$ cat config.mk
export PLATFORM = sky130hd
export DESIGN_NAME = pse_cell
export DESIGN_NICKNAME = d
export VERILOG_FILES = /design/src/rtl/core/pse_pkg.sv /design/src/rtl/core/pse_cell.sv
export SDC_FILE = /design/constraint.sdc
export NUM_CORES = 1
export LEC_CHECK = 0
export BUFFER_PORTS_ARGS = -buffer_cell sky130_fd_sc_hd__buf_4
export CAP_MARGIN = 20
export CORE_MARGIN = 2
export CORE_UTILIZATION = 29
export DETAILED_ROUTE_END_ITERATION = 10
export PLACE_DENSITY_LB_ADDON = 0.1
export SYNTH_ARGS = -nofsm -noshare
export SYNTH_HDL_FRONTEND = slang
export SYNTH_SLANG_ARGS = --single-unit
$ cat constraint.sdc
create_clock -name clk -period 4.6 [get_ports clk]
set_input_delay 0.92 -clock clk [delete_from_list [all_inputs] [get_ports clk]]
set_output_delay 0.92 -clock clk [all_outputs]
set_load 0.01 [all_outputs]
$ cat src/rtl/core/pse_pkg.sv
// Package for the postfix stack evaluator: field widths, action and status
// codes, and the command type that steers the stack cells.
// Depends on nothing; every other file of the block imports it.
`default_nettype none

package pse_pkg;

    localparam int ACTION_W = 3;
    localparam int NUMBER_W = 32;
    localparam int TOP_W    = 32;
    localparam int COUNT_W  = 7;
    localparam int STATUS_W = 2;

    localparam logic [ACTION_W-1:0] ACT_PUSH  = 3'd0;
    localparam logic [ACTION_W-1:0] ACT_ADD   = 3'd1;
    localparam logic [ACTION_W-1:0] ACT_SUB   = 3'd2;
    localparam logic [ACTION_W-1:0] ACT_MUL   = 3'd3;
    localparam logic [ACTION_W-1:0] ACT_CLEAR = 3'd4;

    localparam logic [STATUS_W-1:0] STATUS_OK    = 2'd0;
    localparam logic [STATUS_W-1:0] STATUS_UNDER = 2'd1;
    localparam logic [STATUS_W-1:0] STATUS_OVER  = 2'd2;

    // Width of one multiplier digit taken per cycle.
    localparam int MUL_DIGIT_W = 16;

    typedef enum logic [1:0] {
        CELL_HOLD = 2'd0,
        CELL_PUSH = 2'd1,
        CELL_POP  = 2'd2
    } cell_cmd_t;

endpackage : pse_pkg

`default_nettype wire

$ cat src/rtl/core/pse_cell.sv
// One stack cell: holds a single operand and moves it one place deeper on a
// push or one place toward the top on a pop. Depends on pse_pkg.
`default_nettype none

module pse_cell #(
    parameter int DATA_WIDTH = 32
) (
    input  wire logic                  clk,
    input  wire pse_pkg::cell_cmd_t    cmd,
    input  wire logic [DATA_WIDTH-1:0] from_top,
    input  wire logic [DATA_WIDTH-1:0] from_bottom,
    output logic      [DATA_WIDTH-1:0] value
);
    import pse_pkg::*;

    logic [DATA_WIDTH-1:0] value_reg;

    always_ff @(posedge clk)
    begin
        case (cmd)
            CELL_PUSH: value_reg <= from_top;
            CELL_POP:  value_reg <= from_bottom;
            default:   value_reg <= value_reg;
        endcase
    end

    assign value = value_reg;

endmodule : pse_cell

`default_nettype wire

==> flow_metrics.tcl <==
set metrics [dict create \
    run_status "complete, no violations" \
    peakVddDrop_uv 135 \
    drt_iter0_markers 17 \
    fraction_of_the_yosys_area_taken_by_sequential_cells 0.630 \
    syn_area_per_cell_um2 21.5 \
    combinational_group_share_of_total_power 0.242 \
    max-clock-path-buffers 2 \
    die_area_um2 5860 \
    clockRootBuffer "clkbuf_8" \
    detailroute.via_count 975 \
    syn_nets 139 \
    start_util 0.299 \
    port_buffers 98 \
    post_cts_resize_count 0 \
    ys_warn_count 0 \
    cpMaxStageDelayCell "ha_2" \
    grt_pass1_vias 1053 \
    post_synth_xor_area_fraction 0 \
    finalPower_uw 762 \
    post_synth_inst_count 71 \
    maxSlewViolCount 0 \
    drive_above_1_share 0.792 \
    grt.overflow.total 0 \
    worst_path_dominant_cell_family "adder cells" \
    fmax_mhz 425 \
    areaGrowthSynthToFinish_pct 55.0 \
    netSwitchingPower_uw 175 \
    total_routed_length_um 3140 \
    ctsHoldBuffers 0 \
    class_of_the_tightest_hold_or_removal_check "in -> reg" \
    place.gp.congestion 0.670 \
    grt_start_max_net_pins 33 \
    crit_path_capture_type "register" \
    worst_setup_path_start_kind "primary input" \
    die_w_um 76.5 \
    worst_ep_arrival_time_ps 2380 \
    setup_viol 0 \
    number_of_library_cell_types_mapped_by_synthesis 7 \
    path_clk_slew_ps 60 \
    rsz0062_at_grt "no" \
    fraction_of_the_mapped_netlist_area_in_compound_gates 0 \
    timing.final.crit_share 0.512 \
    setup.worst_path.class "in -> reg" \
    power_report.internal_total_uw 588 \
    sequentialPowerShare 0.501 \
    swShare 0.229 \
    route.detailed.wl_per_inst_um 12.9 \
    leakage_nw 1.08 \
    path_buf_inv 2 \
    rows 26 \
    drtAntennaViolNets 0 \
    dominant_combinational_cell_family_by_area_after_synthesis "multiplexers" \
    totalNegativeSetupSlack_ps 0 \
    cts_tree "done" \
    gr-usage-all-layers 0.112 \
    synth-simple-area-share 0 \
    layout.cells.most_common "buf_4" \
    maxCapViolations 0 \
    final_period_minus_worst_setup_slack_ps 2350 \
    most-common-layout-cells "buf_4 (99), edfxtp_1 (32), mux2_4 (30)" \
    worst-slew-pin-transition_ps 1050 \
    boundaryPins 99 \
    critPathMaxStageDelay_ps 880 \
    crit_fanout 32 \
    coreArea_um2 5110 \
    detail_route.vias_per_cell 4.01 \
    synth_mux_area_frac 0.310 \
    largest_register_ff_count 32 \
    power.clock.fraction 0.257 \
    synth-adder-area-share 0.00820 \
    drcViolationCount 0 \
    worst_slew_margin_rel 0.299 \
    cts_setup_buffers 0 \
    antenna-diode-count 0 \
    grt_antenna_before_repair 0 \
    cts_buffers 5 \
    drt-pass1-iter-count 3 \
    clock_sinks 32 \
    critical_path_required_ps 4630 \
    powerDensity_nw_per_um2 323 \
    ys_ff_latch 32 \
    hold_viol_final 0 \
    critical_path.cell_chain "buf_4 -> inv_1 -> ha_2 -> mux2_2" \
    final_net_count 241 \
    grt_pass1_wl_um 5010 \
    chipHeight_um 76.5 \
    cell_area_after_synthesis_um2 1530 \
    clock_tree.htree_level_count 2 \
]
power by group through the flow:
stage,Combinational (mW),Sequential (mW),Clock (mW)
final,0.185,0.382,0.196
after global placement,0.186,0.388,0
after floorplan,0.0566,0.412,0
after CTS,0.188,0.383,0.203
after detailed placement,0.188,0.389,0
after global routing,0.198,0.387,0.215
Yosys cell counts (all sizes together):
library cell  instances  area (µm²)
mux2                 32         473
buf                   4        71.3
edfxtp               32         961
ha                    1        12.5
inv                   2        7.51
path summary, 6_finish.rpt:
kind              cells after the start                  end       startpoint  slack, ps
hold / removal                        2  value[14]$_DFFE_PP_  from_bottom[14]        940
setup / recovery                      4  value[31]$_DFFE_PP_           cmd[0]       2250
per-stage QoR:
step                std cells  hold slack [ps]  setup slack, ps   util  cell area (µm²)
floorplan                  71             1140             2360      -             1530
global placement          236             1220             1940  0.448             2290
detailed placement        236             1220             1900  0.448             2290
CTS                       243              927             2200  0.463             2360
global route              243              930             2130  0.463             2360
finish                    243              937             2250  0.463             2360
area by class of cell:
| type | instances | area [µm²] |
|---|---|---|
| Timing Repair Buffer | 99 | 743 |
| Inverter | 2 | 7.51 |
| Clock buffer | 5 | 68.8 |
| Clock inverter | 2 | 7.51 |
| Multi-Input combinational cell | 33 | 488 |
| Fill cell | 468 | 2740 |
| Tap cell | 70 | 87.6 |
| Sequential cell | 32 | 961 |
cells by family (layout without fill, tap and decap cells):
| logic type | after synthesis | in the layout |
|---|---|---|
| adder cells (fa/ha/maj) | 1 | 1 |
| flip-flops | 32 | 32 |
| buffers and inverters | 6 | 108 |
| multiplexers | 32 | 32 |
routing by layer:
layer / GRT usage / wire (µm) / up-vias
li1: - / - / 474
met4: 0.0436 / 53 / 0
met3: 0.0474 / 263 / 5
met1: 0.111 / 1080 / 452
met5: 0 / 0 / -
met2: 0.204 / 1750 / 44
No activity file was read; power rests on OpenSTA's default activity.
