<file path="src/rtl/core/pse_pkg.sv">
// Package for the postfix stack evaluator: field widths, action and status
// codes, and the command type that steers the stack cells.
// Depends on nothing; every other file of the block imports it.
`default_nettype none

package pse_pkg;

    localparam int ACTION_W = 3;
    localparam int NUMBER_W = 32;
    localparam int TOP_W    = 32;
    localparam int COUNT_W  = 7;
    localparam int STATUS_W = 2;

    localparam logic [ACTION_W-1:0] ACT_PUSH  = 3'd0;
    localparam logic [ACTION_W-1:0] ACT_ADD   = 3'd1;
    localparam logic [ACTION_W-1:0] ACT_SUB   = 3'd2;
    localparam logic [ACTION_W-1:0] ACT_MUL   = 3'd3;
    localparam logic [ACTION_W-1:0] ACT_CLEAR = 3'd4;

    localparam logic [STATUS_W-1:0] STATUS_OK    = 2'd0;
    localparam logic [STATUS_W-1:0] STATUS_UNDER = 2'd1;
    localparam logic [STATUS_W-1:0] STATUS_OVER  = 2'd2;

    // Width of one multiplier digit taken per cycle.
    localparam int MUL_DIGIT_W = 16;

    typedef enum logic [1:0] {
        CELL_HOLD = 2'd0,
        CELL_PUSH = 2'd1,
        CELL_POP  = 2'd2
    } cell_cmd_t;

endpackage : pse_pkg

`default_nettype wire

</file>
<file path="src/rtl/core/pse_mult.sv">
// Digit-serial multiplier: low DATA_WIDTH bits of a*b, one digit of b per cycle.
// Depends on pse_pkg for the digit width.
`default_nettype none

module pse_mult #(
    parameter int DATA_WIDTH = 32
) (
    input  wire logic                  clk,
    input  wire logic                  rst_n,
    input  wire logic                  start,
    input  wire logic [DATA_WIDTH-1:0] a,
    input  wire logic [DATA_WIDTH-1:0] b,
    output logic                       done,
    output logic      [DATA_WIDTH-1:0] product
);
    import pse_pkg::*;

    localparam int DIGIT_W = (DATA_WIDTH < MUL_DIGIT_W) ? DATA_WIDTH : MUL_DIGIT_W;
    localparam int DIGITS  = (DATA_WIDTH + DIGIT_W - 1) / DIGIT_W;
    localparam int CNT_W   = $clog2(DIGITS + 1);

    logic [DATA_WIDTH-1:0]         a_reg;
    logic [DATA_WIDTH-1:0]         b_reg;
    logic [DATA_WIDTH-1:0]         acc_reg;
    logic [CNT_W-1:0]              cnt_reg;
    logic                          done_reg;
    logic [DATA_WIDTH+DIGIT_W-1:0] partial;

    // Weight of the current digit is already folded into a_reg by shifting.
    assign partial = a_reg * b_reg[DIGIT_W-1:0];

    always_ff @(posedge clk or negedge rst_n)
    begin
        if (!rst_n)
        begin
            cnt_reg  <= '0;
            done_reg <= 1'b0;
        end
        else if (start)
        begin
            cnt_reg  <= CNT_W'(DIGITS);
            done_reg <= 1'b0;
        end
        else if (cnt_reg != '0)
        begin
            cnt_reg  <= cnt_reg - 1'b1;
            done_reg <= (cnt_reg == CNT_W'(1));
        end
        else
        begin
            done_reg <= 1'b0;
        end
    end

    always_ff @(posedge clk)
    begin
        if (start)
        begin
            a_reg   <= a;
            b_reg   <= b;
            acc_reg <= '0;
        end
        else if (cnt_reg != '0)
        begin
            a_reg   <= a_reg << DIGIT_W;
            b_reg   <= b_reg >> DIGIT_W;
            acc_reg <= acc_reg + partial[DATA_WIDTH-1:0];
        end
    end

    assign done    = done_reg;
    assign product = acc_reg;

endmodule : pse_mult

`default_nettype wire
</file>
<file path="config.mk">
export PLATFORM = sky130hd
export DESIGN_NAME = pse_mult
export DESIGN_NICKNAME = d
export VERILOG_FILES = /design/src/rtl/core/pse_pkg.sv /design/src/rtl/core/pse_mult.sv
export SDC_FILE = /design/constraint.sdc
export NUM_CORES = 1
export LEC_CHECK = 0
export BUFFER_PORTS_ARGS = -buffer_cell sky130_fd_sc_hd__buf_2
export CAP_MARGIN = 30
export CORE_MARGIN = 2
export CORE_UTILIZATION = 46
export CTS_CLUSTER_DIAMETER = 60
export DETAILED_ROUTE_END_ITERATION = 10
export PLACE_DENSITY = 0.6
export SYNTH_ARGS = -nofsm -noshare
export SYNTH_HDL_FRONTEND = slang
export SYNTH_SLANG_ARGS = --single-unit
</file>
<file path="constraint.sdc">
create_clock -name clk -period 9.4 [get_ports clk]
set_clock_uncertainty 0.15 [all_clocks]
set_input_delay 0.47 -clock clk [delete_from_list [all_inputs] [get_ports clk]]
set_output_delay 0.47 -clock clk [all_outputs]
set_load 0.03 [all_outputs]
</file>
==> summary.md <==
| Metric | Value |
|---|---|
| Status | completed |
| Post-route minimum period | 6.771 ns |
| Port Buf Inserts | 99 |
| Residual DRC count | 0 |
| Max frequency | 147.7 MHz |
| Max-slew violation count | 0 |
| Clk_lat worst skew | 0.38 ns |
| Setup violations, final | 0 |
| Met3 global-route usage | 0.03545 |
| Top post-synthesis cells by area | fa_1 41%, edfxtp_1 12%, inv_1 10% |
| Largest net degree at the start of global routing | 67 |
| Die area | 36760 µm² |
| # H-tree levels | 3 |
| R2r worst-path depth | 21 |
| Post-synthesis cell type with the largest combined area | fa_1 |
| Syn nets | 2190 |
| Cts bufs inserted | 9 |
| FFs w/ async S/R, synth | 0.03030 |
| Yosys cell types | 55 |
| Cell at the slowest stage of the critical path | edfxtp_1 |
| Layout net count | 2235 |
| HP Start | a[0] |
| Crit-path leading delay family | adder cells |
| R2R Setup Slk | 2.63 ns |
| Number of global-route vias before repair | 11920 |
| Clk pin slew, worst setup/hold paths | 0.08 ns |
| Mapped Cells | 1719 |
| Fraction of synthesized cell area in xor and xnor cells | 0.02755 |
| Met2 usage | 0.3731 |
| Share of the synthesized area in the top cell type | 0.4125 |
| WL/cell | 18.58 µm |
| Share of cells above drive strength 1 | 0.09610 |
| Area growth syn-to-layout | 7.201% |
| CP peak stage delay | 0.93 ns |
| Post-synth top cells | 430 x inv_1, 334 x fa_1, 242 x nand2_1 |
| DR pass1 iterations | 4 |
| EDFF count, synth | 64 |
| Detailed Route Iter0 Violations | 599 |
| Startpoint Class | flip-flop |
| Min-delay worst type | in -> reg |
| Routed vias/inst | 5.056 |
| Final TNS setup | 0 ns |
| Final wirelength | 41.34 mm |
| RR Endpoint | product[31]$_SDFFE_PP0P_ |
| Die width | 191.7 µm |
| Synth Area in Adders | 0.4665 |
| Crit path DAT | 6.91 ns |
| Seq/Total Area, Yosys | 0.1627 |
| Synth Area in Compound Gates | 0.04129 |
| Row count | 68 |
| Top cell by count, worst path | fa_1 |
| Crit end category | flip-flop |
| Worst slew pin tran | 0.9359 ns |
| Core ar. | 34630 µm² |
| CP bufs+invs | 5 |
| CTS tree | done |
| Top-count cell post-synth | inv_1 |
| Simple-gate share of the synthesized area | 0.1548 |
| Global route total overflow | 0 |
| Max-slew headroom | 0.3738 |
| Met1 usage | 0.3529 |
| Vias | 11250 |
| Unrepaired setup endpoints after global routing | false |
| Largest family of logic cells by synthesized area | adder cells |
| First-pass GRT wire length | 66.54 mm |
| Seq cells post-synth | 99 |
| CP Max Fanout | 25 |
| Syn Std Cell Area | 16210 µm² |
| Worst Path Required | 9.54 ns |
| Max Cap Viol | 0 |
| Root buf cell | clkbuf_16 |
| Initial antenna violation count | 1 |
| Die Ht | 191.7 µm |
| # fillers | 3263 |
| Total track usage | 0.2408 |
| Worst Hold Depth | 2 |
| Critical path launch point | b_reg[7]$_DFFE_PP_ |
| Hold-critical path endpoint | a_reg[0]$_SDFFCE_PN0P_ |
| Hpwl dp | 31.57 mm |
| Final Cycle Share | 0.7203 |
| Reg2reg start | b_reg[7]$_DFFE_PP_ |
| Crit path cell chain | nand2_1 > fa_1 > inv_1 > fa_1 > inv_1 > fa_1 > inv_1 > fa_1 > fa_1 > inv_1 > fa_1 > inv_1 > ha_1 > and4_4 > nand2b_1 > or3_1 > o21a_1 > a311o_1 > o21ai_2 > xnor2_1 > o21a_1 |
| Synth warn | 0 |
| Hold Vio Cnt, Final | 0 |
| Deepest clock path buffer count | 2 |
| Dominant synthesized flop cell | edfxtp_1 |
| I/O pin total | 100 |
| Proportion of synthesized area in mux cells | 0.02964 |
| Post-CTS Setup Inserts | 0 |
| Grt peak-use layer | met2 |
| Clock sinks | 99 |
| Final ANT Viol Nets | 0 |
| Avg Inst Size Synth | 9.430 µm² |
| RD Place Congestion | 0.8338 |
| Initial Util | 0.4681 |
| Critical path class | reg -> reg |
## routing by layer
layer | up-vias | wire length, µm | share of wire
met5 | - | 11 | 0.00027
met4 | 2 | 862 | 0.021
met3 | 49 | 2749 | 0.066
met2 | 379 | 18620 | 0.45
met1 | 5709 | 19100 | 0.46
li1 | 5110 | - | -
## layout by cell type, fill, tap and decap left out, drive strengths merged, types with 4 or more instances in the layout
| cell | n |
|---|---|
| edfxtp | 64 |
| o21ai | 17 |
| nand2 | 242 |
| ha | 70 |
| mux2 | 32 |
| a22o | 5 |
| nor2 | 43 |
| buf | 110 |
| a21oi | 31 |
| mux2i | 12 |
| a21o | 12 |
| inv | 434 |
| nor2b | 6 |
| nand2b | 7 |
| xor2 | 13 |
| clkbuf | 9 |
| o21bai | 4 |
| xnor2 | 38 |
| and2 | 195 |
| nand4 | 4 |
| dfxtp | 32 |
| o21a | 4 |
| nand3 | 4 |
| fa | 334 |
## timing repair
item	in CTS	in global routing
resized for setup	0	0
hold endpoints to repair	3	0
hold buffers	1	0
## cell type report
| type | count | area (µm²) | share of cell area |
|---|---|---|---|
| repair buffers | 111 | 590.6 | 0.03398 |
| flip-flops and latches | 99 | 2638 | 0.1518 |
| clock inverters | 7 | 67.56 | 0.003888 |
| diodes | 1 | 2.502 | 0.0001440 |
| inverters | 430 | 1614 | 0.09288 |
| well taps | 455 | 569.3 | 0.03276 |
| multi-input cells | 1113 | 11670 | 0.6716 |
| clock buffers | 9 | 225.2 | 0.01296 |
## worst max path at each step
| stage | to | slack, ns | depth (start not counted) |
|---|---|---|---|
| floorplan | product[29]$_SDFFE_PP0P_ | 3.21 | 22 |
| global placement | product[31]$_SDFFE_PP0P_ | 2.80 | 21 |
| CTS | product[31]$_SDFFE_PP0P_ | 2.68 | 21 |
| global route | product[29]$_SDFFE_PP0P_ | 2.24 | 21 |
| finish | product[31]$_SDFFE_PP0P_ | 2.63 | 21 |
| detailed placement | product[31]$_SDFFE_PP0P_ | 2.70 | 21 |
## stage by stage
stage | hold WS [ns] | cells | cell area [µm²] | utilization | worst slack, ns
final | 0.2151 | 2225 | 17380 | 0.5018 | 2.629
after floorplan | 0.02441 | 1719 | 16210 | - | 3.209
after CTS | 0.1980 | 2224 | 17380 | 0.5018 | 2.675
after detailed placement | 0.1203 | 2207 | 17070 | 0.4930 | 2.699
after global placement | 0.1196 | 2207 | 17070 | 0.4930 | 2.798
after global routing | 0.2113 | 2224 | 17380 | 0.5018 | 2.244
## cells by family (layout without fill, tap and decap cells)
logic type / after synthesis / after routing
xor+xnor: 51 / 51
buf+inv: 507 / 557
mux: 44 / 44
simple gates: 515 / 515
flops: 99 / 99
fa+ha+maj: 404 / 404
other cells: 0 / 1
compound gates: 99 / 99
Power is left out: the tool's default activity adds up to more than one toggle a clock period on the data nets, which glitch-free logic cannot reach.
